## config.mk

```make
export PLATFORM = sky130hd
export DESIGN_NAME = internet_checksum_udp_pseudo_top
export DESIGN_NICKNAME = d
export VERILOG_FILES = /design/src/hw/rtl/icsum_pkg.sv /design/src/hw/rtl/icsum_in_stage.sv /design/src/hw/rtl/icsum_accum.sv /design/src/hw/rtl/internet_checksum_udp_pseudo_top.sv
export SDC_FILE = /design/constraint.sdc
export NUM_CORES = 1
export LEC_CHECK = 0
export BUFFER_PORTS_ARGS = -buffer_cell sky130_fd_sc_hd__buf_2
export CAP_MARGIN = 20
export CORE_MARGIN = 2
export CORE_UTILIZATION = 25
export DETAILED_ROUTE_END_ITERATION = 16
export SLEW_MARGIN = 10
export SYNTH_ARGS = -nofsm -noshare
export SYNTH_HDL_FRONTEND = slang
export SYNTH_SLANG_ARGS = --single-unit
```

## constraint.sdc

```tcl
create_clock -name aclk -period 9.3 [get_ports aclk]
set_clock_uncertainty 0.2 [all_clocks]
set_input_delay 0.465 -clock aclk [delete_from_list [all_inputs] [get_ports aclk]]
set_output_delay 0.465 -clock aclk [all_outputs]
set_load 0.05 [all_outputs]
```

## src/hw/rtl/icsum_pkg.sv

```systemverilog
// Shared types, constants and the ones'-complement fold for the Internet
// checksum block. No dependencies; every other file in hw/rtl uses it.
package icsum_pkg;

    localparam int unsigned SUM_W      = 16;
    localparam int unsigned BYTE_W     = 8;
    localparam int unsigned WIDE_W     = 19;  // room for seven 16-bit terms
    localparam int unsigned IDX_W      = 3;
    localparam int unsigned TDATA_W    = 104; // byte, seed, source, destination
    localparam int unsigned TUSER_W    = 2;
    localparam int unsigned CFG_IDX_W  = 1;
    localparam int unsigned CFG_DATA_W = 8;

    // Header byte counter: length word completes at byte 5, count stops at 6
    localparam logic [IDX_W-1:0] IDX_LEN_LOW = 3'd5;
    localparam logic [IDX_W-1:0] IDX_SAT     = 3'd6;

    localparam logic [BYTE_W-1:0] PROTOCOL_RESET = 8'd17;
    localparam logic              MODE_RESET     = 1'b0;

    typedef enum logic [CFG_IDX_W-1:0] {
        REG_OUTPUT_MODE = 1'b0,
        REG_PROTOCOL    = 1'b1
    } cfg_reg_t;

    typedef enum logic {
        MODE_COMPLEMENT = 1'b0,
        MODE_RAW_SUM    = 1'b1
    } out_mode_t;

    // Item held between the input stage and the accumulator
    typedef struct packed {
        logic [BYTE_W-1:0] data_byte;
        logic              first_byte;
        logic              last_byte;
        logic              use_pseudo_header;
        logic [SUM_W-1:0]  init_sum;
    } item_t;

    // Fold a sum of several 16-bit terms with end-around carry
    function automatic logic [SUM_W-1:0] oc_fold(input logic [WIDE_W-1:0] t);
        logic [SUM_W:0] s;
        s = {1'b0, t[SUM_W-1:0]} + {{(SUM_W+1-(WIDE_W-SUM_W)){1'b0}}, t[WIDE_W-1:SUM_W]};
        return s[SUM_W-1:0] + {{(SUM_W-1){1'b0}}, s[SUM_W]};
    endfunction

endpackage

```

## src/hw/rtl/icsum_in_stage.sv

```systemverilog
// Input register of the checksum block: captures one byte item and
// precomputes the restart sum (seed plus optional pseudo-header). Uses icsum_pkg.
module icsum_in_stage (
    input  logic                                  aclk,
    input  logic                                  aresetn,
    input  logic                                  s_tvalid,
    output logic                                  s_tready,
    input  logic [icsum_pkg::TDATA_W-1:0]         s_tdata,
    input  logic [icsum_pkg::TUSER_W-1:0]         s_tuser,
    input  logic                                  s_tlast,
    input  logic [icsum_pkg::BYTE_W-1:0]          protocol_number,
    output logic                                  s1_valid,
    output icsum_pkg::item_t                      s1_item,
    input  logic                                  s1_ready
);

    logic                    valid_reg;
    logic                    valid_next;
    icsum_pkg::item_t        item_reg;
    icsum_pkg::item_t        item_next;
    logic                    accept;
    logic [icsum_pkg::WIDE_W-1:0] total;

    assign s_tready = !valid_reg || s1_ready;
    assign accept   = s_tvalid && s_tready;

    // Seed halves always; address halves and protocol word only with pseudo-header
    always_comb begin
        total = icsum_pkg::WIDE_W'(s_tdata[23:8]) + icsum_pkg::WIDE_W'(s_tdata[39:24]);
        if (s_tuser[1]) begin
            total = total
                  + icsum_pkg::WIDE_W'(s_tdata[55:40]) + icsum_pkg::WIDE_W'(s_tdata[71:56])
                  + icsum_pkg::WIDE_W'(s_tdata[87:72]) + icsum_pkg::WIDE_W'(s_tdata[103:88])
                  + icsum_pkg::WIDE_W'(protocol_number);
        end
    end

    always_comb begin
        item_next.data_byte         = s_tdata[7:0];
        item_next.first_byte        = s_tuser[0];
        item_next.last_byte         = s_tlast;
        item_next.use_pseudo_header = s_tuser[1];
        item_next.init_sum          = icsum_pkg::oc_fold(total);
    end

    always_comb begin
        valid_next = valid_reg;
        if (accept) begin
            valid_next = 1'b1;
        end else if (s1_ready) begin
            valid_next = 1'b0;
        end
    end

    always_ff @(posedge aclk) begin
        if (!aresetn) begin
            valid_reg <= 1'b0;
        end else begin
            valid_reg <= valid_next;
        end
    end

    always_ff @(posedge aclk) begin
        if (accept) begin
            item_reg <= item_next;
        end
    end

    assign s1_valid = valid_reg;
    assign s1_item  = item_reg;

endmodule

```

## src/hw/rtl/icsum_accum.sv

```systemverilog
// Running ones'-complement accumulator and result register of the checksum
// block. Uses icsum_pkg.
module icsum_accum (
    input  logic                              aclk,
    input  logic                              aresetn,
    input  logic                              s1_valid,
    input  icsum_pkg::item_t                  s1_item,
    output logic                              s1_ready,
    input  logic                              output_mode,
    output logic                              m_tvalid,
    input  logic                              m_tready,
    output logic [icsum_pkg::SUM_W-1:0]       m_tdata
);

    logic [icsum_pkg::SUM_W-1:0]  sum_reg,    sum_next;
    logic                         odd_reg,    odd_next;
    logic [icsum_pkg::BYTE_W-1:0] held_reg,   held_next;
    logic [icsum_pkg::IDX_W-1:0]  idx_reg,    idx_next;
    logic                         pseudo_reg, pseudo_next;
    logic                         mvalid_reg, mvalid_next;
    logic [icsum_pkg::SUM_W-1:0]  mdata_reg,  mdata_next;

    logic                         fire;
    logic [icsum_pkg::SUM_W-1:0]  base;
    logic                         odd_eff;
    logic [icsum_pkg::IDX_W-1:0]  idx_eff;
    logic                         pseudo_eff;
    logic [icsum_pkg::SUM_W-1:0]  word;
    logic [icsum_pkg::SUM_W-1:0]  add_a;
    logic [icsum_pkg::SUM_W-1:0]  add_b;
    logic [icsum_pkg::WIDE_W-1:0] total;

    // A byte that ends a packet needs a free output slot; others only update state
    assign s1_ready = !s1_item.last_byte || !mvalid_reg || m_tready;
    assign fire     = s1_valid && s1_ready;

    always_comb begin
        base       = s1_item.first_byte ? s1_item.init_sum : sum_reg;
        odd_eff    = s1_item.first_byte ? 1'b0 : odd_reg;
        idx_eff    = s1_item.first_byte ? '0 : idx_reg;
        pseudo_eff = s1_item.first_byte ? s1_item.use_pseudo_header : pseudo_reg;
        word       = {held_reg, s1_item.data_byte};

        add_a = '0;
        add_b = '0;
        if (odd_eff) begin
            add_a = word;
            // length word of the pseudo-header counts twice
            if (pseudo_eff && idx_eff == icsum_pkg::IDX_LEN_LOW) begin
                add_b = word;
            end
        end else if (s1_item.last_byte) begin
            add_a = {s1_item.data_byte, {icsum_pkg::BYTE_W{1'b0}}};
        end
        total = icsum_pkg::WIDE_W'(base) + icsum_pkg::WIDE_W'(add_a)
              + icsum_pkg::WIDE_W'(add_b);
    end

    always_comb begin
        sum_next    = sum_reg;
        odd_next    = odd_reg;
        held_next   = held_reg;
        idx_next    = idx_reg;
        pseudo_next = pseudo_reg;
        mvalid_next = mvalid_reg && !m_tready;
        mdata_next  = mdata_reg;
        if (fire) begin
            sum_next    = icsum_pkg::oc_fold(total);
            odd_next    = !odd_eff;
            held_next   = odd_eff ? held_reg : s1_item.data_byte;
            idx_next    = (idx_eff < icsum_pkg::IDX_SAT) ? idx_eff + 1'b1 : idx_eff;
            pseudo_next = pseudo_eff;
            if (s1_item.last_byte) begin
                mvalid_next = 1'b1;
                mdata_next  = (output_mode == icsum_pkg::MODE_COMPLEMENT) ?
                              ~icsum_pkg::oc_fold(total) : icsum_pkg::oc_fold(total);
            end
        end
    end

    always_ff @(posedge aclk) begin
        if (!aresetn) begin
            sum_reg    <= '0;
            odd_reg    <= 1'b0;
            held_reg   <= '0;
            idx_reg    <= '0;
            pseudo_reg <= 1'b0;
            mvalid_reg <= 1'b0;
        end else begin
            sum_reg    <= sum_next;
            odd_reg    <= odd_next;
            held_reg   <= held_next;
            idx_reg    <= idx_next;
            pseudo_reg <= pseudo_next;
            mvalid_reg <= mvalid_next;
        end
    end

    always_ff @(posedge aclk) begin
        mdata_reg <= mdata_next;
    end

    assign m_tvalid = mvalid_reg;
    assign m_tdata  = mdata_reg;

endmodule

```

## src/hw/rtl/internet_checksum_udp_pseudo_top.sv

```systemverilog
// Top level of the byte-serial Internet checksum with optional UDP pseudo-header.
// Depends on icsum_pkg, icsum_in_stage and icsum_accum.
//
// Takes one packet byte per item and returns the 16-bit ones'-complement
// checksum on the item marked tlast. The block accepts one item every clock
// cycle; a result passes the input register, then the accumulator stage
// with its three-input sum and end-around carry fold, which also loads the
// output register. Input only waits when a last byte meets an output
// register still holding an untaken result.
// An item with tuser bit 0 set restarts the sum from its folded seed, and
// with tuser bit 1 also adds source and destination addresses, the protocol
// word and the length word found in packet bytes 4 and 5. A last byte does
// not clear anything: bytes without a first mark extend the current sum.
// Registers: index 0 output_mode (0 complemented, 1 raw folded sum), index 1
// protocol_number (reset 17); write them only while the block is idle.
module internet_checksum_udp_pseudo_top (
    input  logic                                aclk,
    input  logic                                aresetn,
    // input item channel
    input  logic                                s_tvalid,
    output logic                                s_tready,
    // [7:0] data_byte, [39:8] seed_sum, [71:40] source_address,
    // [103:72] dest_address
    input  logic [icsum_pkg::TDATA_W-1:0]       s_tdata,
    // [0] first_byte, [1] use_pseudo_header
    input  logic [icsum_pkg::TUSER_W-1:0]       s_tuser,
    input  logic                                s_tlast,   // last_byte
    // result channel
    output logic                                m_tvalid,
    input  logic                                m_tready,
    // [15:0] checksum
    output logic [icsum_pkg::SUM_W-1:0]         m_tdata,
    // configuration write channel
    input  logic                                cfg_valid,
    output logic                                cfg_ready,
    input  logic [icsum_pkg::CFG_IDX_W-1:0]     cfg_index,
    input  logic [icsum_pkg::CFG_DATA_W-1:0]    cfg_data
);

    logic                          mode_reg,  mode_next;
    logic [icsum_pkg::BYTE_W-1:0]  proto_reg, proto_next;

    logic                          s1_valid;
    logic                          s1_ready;
    icsum_pkg::item_t              s1_item;
    logic                          s1_fire;

    // Configuration writes are always accepted
    assign cfg_ready = 1'b1;

    always_comb begin
        mode_next  = mode_reg;
        proto_next = proto_reg;
        if (cfg_valid && cfg_ready) begin
            case (icsum_pkg::cfg_reg_t'(cfg_index))
                icsum_pkg::REG_OUTPUT_MODE: mode_next  = cfg_data[0];
                icsum_pkg::REG_PROTOCOL:    proto_next = cfg_data;
                default: begin
                    mode_next  = mode_reg;
                    proto_next = proto_reg;
                end
            endcase
        end
    end

    always_ff @(posedge aclk) begin
        if (!aresetn) begin
            mode_reg  <= icsum_pkg::MODE_RESET;
            proto_reg <= icsum_pkg::PROTOCOL_RESET;
        end else begin
            mode_reg  <= mode_next;
            proto_reg <= proto_next;
        end
    end

    // Capture the item and prefold seed and pseudo-header terms
    icsum_in_stage u_in_stage (
        .aclk            (aclk),
        .aresetn         (aresetn),
        .s_tvalid        (s_tvalid),
        .s_tready        (s_tready),
        .s_tdata         (s_tdata),
        .s_tuser         (s_tuser),
        .s_tlast         (s_tlast),
        .protocol_number (proto_reg),
        .s1_valid        (s1_valid),
        .s1_item         (s1_item),
        .s1_ready        (s1_ready)
    );

    // Advance the running sum and load the result register
    icsum_accum u_accum (
        .aclk        (aclk),
        .aresetn     (aresetn),
        .s1_valid    (s1_valid),
        .s1_item     (s1_item),
        .s1_ready    (s1_ready),
        .output_mode (mode_reg),
        .m_tvalid    (m_tvalid),
        .m_tready    (m_tready),
        .m_tdata     (m_tdata)
    );

    assign s1_fire = s1_valid && s1_ready;

    // An accepted item always lands in the input register
    a_accept_lands: assert property (@(posedge aclk) disable iff (!aresetn)
        (s_tvalid && s_tready) |=> s1_valid)
        else $error("accepted item missing from input register");

    // A last byte never overwrites an untaken result
    a_no_overwrite: assert property (@(posedge aclk) disable iff (!aresetn)
        (s1_fire && s1_item.last_byte) |-> (!m_tvalid || m_tready))
        else $error("result register overwritten");

    // A new result only follows a last byte leaving the input register
    a_result_source: assert property (@(posedge aclk) disable iff (!aresetn)
        $rose(m_tvalid) |-> $past(s1_fire && s1_item.last_byte))
        else $error("result without a last byte");

endmodule

```

==> results.tsv <==
metric	value	unit
status	finished clean	
power density over cell area	264.6	nW/um^2
final hold viol count	0	
share of the clock period used by the worst path after layout	0.9481	
clock root buffer	sky130_fd_sc_hd__clkbuf_16	
post-synthesis instance total	1184	
flops & latches, synth	83	
Clk Latency, worst-skew pair	350	ps
cell area after synthesis	10070	um^2
initial standard-cell utilization of the core	0.2534	
total length of routed wires	29000	um
number of top-level design ports	140	
number of enable flip-flop cells after synthesis	43	
area of combinational cells with multiple inputs	7357	um^2
type of the most critical hold path	input pin to register	
final standard cell area without fillers	12040	um^2
Remaining DRCs	0	
VDD IR max	0.1327	mV
crit-path max cell delay	560	ps
number of global-route vias before repair	8822	
standard-cell row count	73	
pin count of the biggest net entering global routing	41	
most instantiated flip-flop cell in the synthesis netlist	sky130_fd_sc_hd__edfxtp_1	
wire length of the first global-routing pass	45770	um
warnings from Yosys	0	
Chip Width	204.7	um
sequential fraction of the synthesis area	0.2078	
Worst-path clk slew	70	ps
antenna violation net count after detailed routing	0	
fin worst setup slack	483.1	ps
first-pass iteration count of the detailed router	5	
layout cells sized above 1	0.1930	
FILL cells	4238	
number of distinct library cells after synthesis	92	
CTS tree	done	
post-synthesis area per instance	8.503	um^2
number of antenna violations at the first check in global routing	1	
max_cap viols	0	
worst-path cell with the longest stage delay	sky130_fd_sc_hd__fa_1	
Sequential Area	2092	um^2
count of vias placed by the detailed router	9000	
type of destination of the critical path	register	
transition time at the pin with the least slew margin	1040	ps
placement-stage cell area	11590	um^2
count of buffers from port buffering	138	
Lkg Pwr	5.420	nW
DP Worst Slack	-40.04	ps
Arrival @ worst endpoint	8710	ps
startpoint kind of the worst setup timing path	input pin	
number of max-slew violations in the final report	0	
flip-flop count of the largest register after layout	27	
DRT iter0 DRCs	636	
Design Power	3.185	mW
CTS HTree Levels	3	
total number of nets in the final design	1604	
Final Critical Period	8817	ps
growth of design area from synthesis to finish	19.55	%
post-DR wirelength/cell	15.53	um
fraction of post-synthesis cell area in the top cell type by area	0.1283	
cell type with the largest total area after synthesis	sky130_fd_sc_hd__edfxtp_1	
# clock sinks	83	
relative max-transition margin	0.3055	
post-detailed-route via-to-cell ratio	4.818	
count of placed standard cells in the final layout, fillers left out	1868	
Overflow after GRT	0	
share of synthesized flip-flops with an asynchronous set or reset	0	
die footprint	41890	um^2
synth top area cells	sky130_fd_sc_hd__edfxtp_1 13%, sky130_fd_sc_hd__fa_1 12%, sky130_fd_sc_hd__ha_1 11%	
final total negative setup slack	0	ps
number of buffers added by the clock tree synthesis step	9	
most frequent cell after synthesis	sky130_fd_sc_hd__inv_1	
Routability Congestion	0.8712	
maximum clock insertion buffer count	2	
total core area	39730	um^2
highest net fanout along the worst path	6	
gr usage total	0.1384	
height of the die	204.7	um
endpoints failing setup	0	
commonest cells in the netlist	141 x sky130_fd_sc_hd__inv_1, 104 x sky130_fd_sc_hd__nand2_1, 85 x sky130_fd_sc_hd__ha_1	
number of placed instances with taps included	1849	
Detailed Place HPWL	24240	um
Setup CP Type	input pin to register	
net count of the mapped netlist	1451	
required time at the endpoint of the critical path	9200	ps
f_max	0.1134	GHz
==> critical path: cells and delay by family <==
family                     cells  cell delay [ps]
AOI/OAI and AO/OA             11             2210
muxes                          1              160
xor gates and xnor gates       2              170
buffers and inverters          5              490
and+or+nand+nor               10             1960
adders and majority gates     10             3270
==> routing by layer <==
metal,GRT usage,wire [um],share of wire,up-vias
li1,-,-,-,4462
met1,0.1743,12830,0.44,4262
met2,0.2461,14210,0.49,238
met3,0.01639,1301,0.045,38
met4,0.04089,665,0.023,0
met5,0,0,0,-
==> report_power, final <==
| part | internal, mW | switching, mW |
|---|---|---|
| registers | 0.489 | 0.0346 |
| clock network | 0.253 | 0.153 |
| logic | 0.966 | 1.29 |
| total | 1.71 | 1.48 |
==> logic make-up (layout without fill, tap and decap cells) <==
logic type | count (synthesis) | count (layout) | synth area share
buffers and inverters | 182 | 340 | 0.06935
other | 1 | 2 | 0.0003725
and+or+nand+nor | 376 | 376 | 0.1961
adders and majority gates | 146 | 146 | 0.2269
AOI/OAI and AO/OA | 275 | 275 | 0.1851
muxes | 24 | 24 | 0.02635
xor gates and xnor gates | 97 | 97 | 0.08799
DFF | 83 | 83 | 0.2078
==> final timing paths <==
| check | from | end | slack [ps] | cells past startpoint |
|---|---|---|---|---|
| setup / recovery | s_tdata[8] | u_in_stage.s1_item[10] | 480 | 39 |
| hold / removal | s_tdata[0] | u_in_stage.s1_item[19] | 90 | 1 |
| hold reg to reg | u_accum.pseudo_reg | u_accum.pseudo_reg | 260 | 2 |
| setup reg to reg | u_in_stage.s1_item[18] | u_accum.m_tdata[15] | 650 | 40 |
==> per-stage QoR <==
stage | hold WS [ps] | util
after global routing | 76.15 | 0.3029
after global placement | 241.0 | 0.2911
after CTS | 71.10 | 0.3003
after floorplan | 231.9 | -
after detailed placement | 249.5 | 0.2918
final | 87.57 | 0.3029
==> final cells by class <==
| cell class | count | area share |
|---|---|---|
| inverter | 141 | 0.04398 |
| antenna | 1 | 0.0002079 |
| sequential | 83 | 0.1738 |
| multi-input combinational | 919 | 0.6113 |
| timing repair buffer | 183 | 0.08816 |
| clock buffer | 11 | 0.02110 |
| tap | 525 | 0.05458 |
| clock inverter | 5 | 0.006861 |
==> cells in the final DEF (no fill, tap or decap), drive strengths merged, types with 43 or more instances in the layout <==
master,count
buf,183
inv,143
nand2,105
ha,85
a21oi,80
nor2,64
fa,61
xnor2,55
o21ai,52
edfxtp,43
==> timing repair <==
item,CTS,global route
setup buffers,0,2
hold buffers,0,0
endpoints found under the setup margin,0,21
endpoints found under the hold margin,0,0
gates resized for setup,0,16
(Power assumes the default switching activity.)
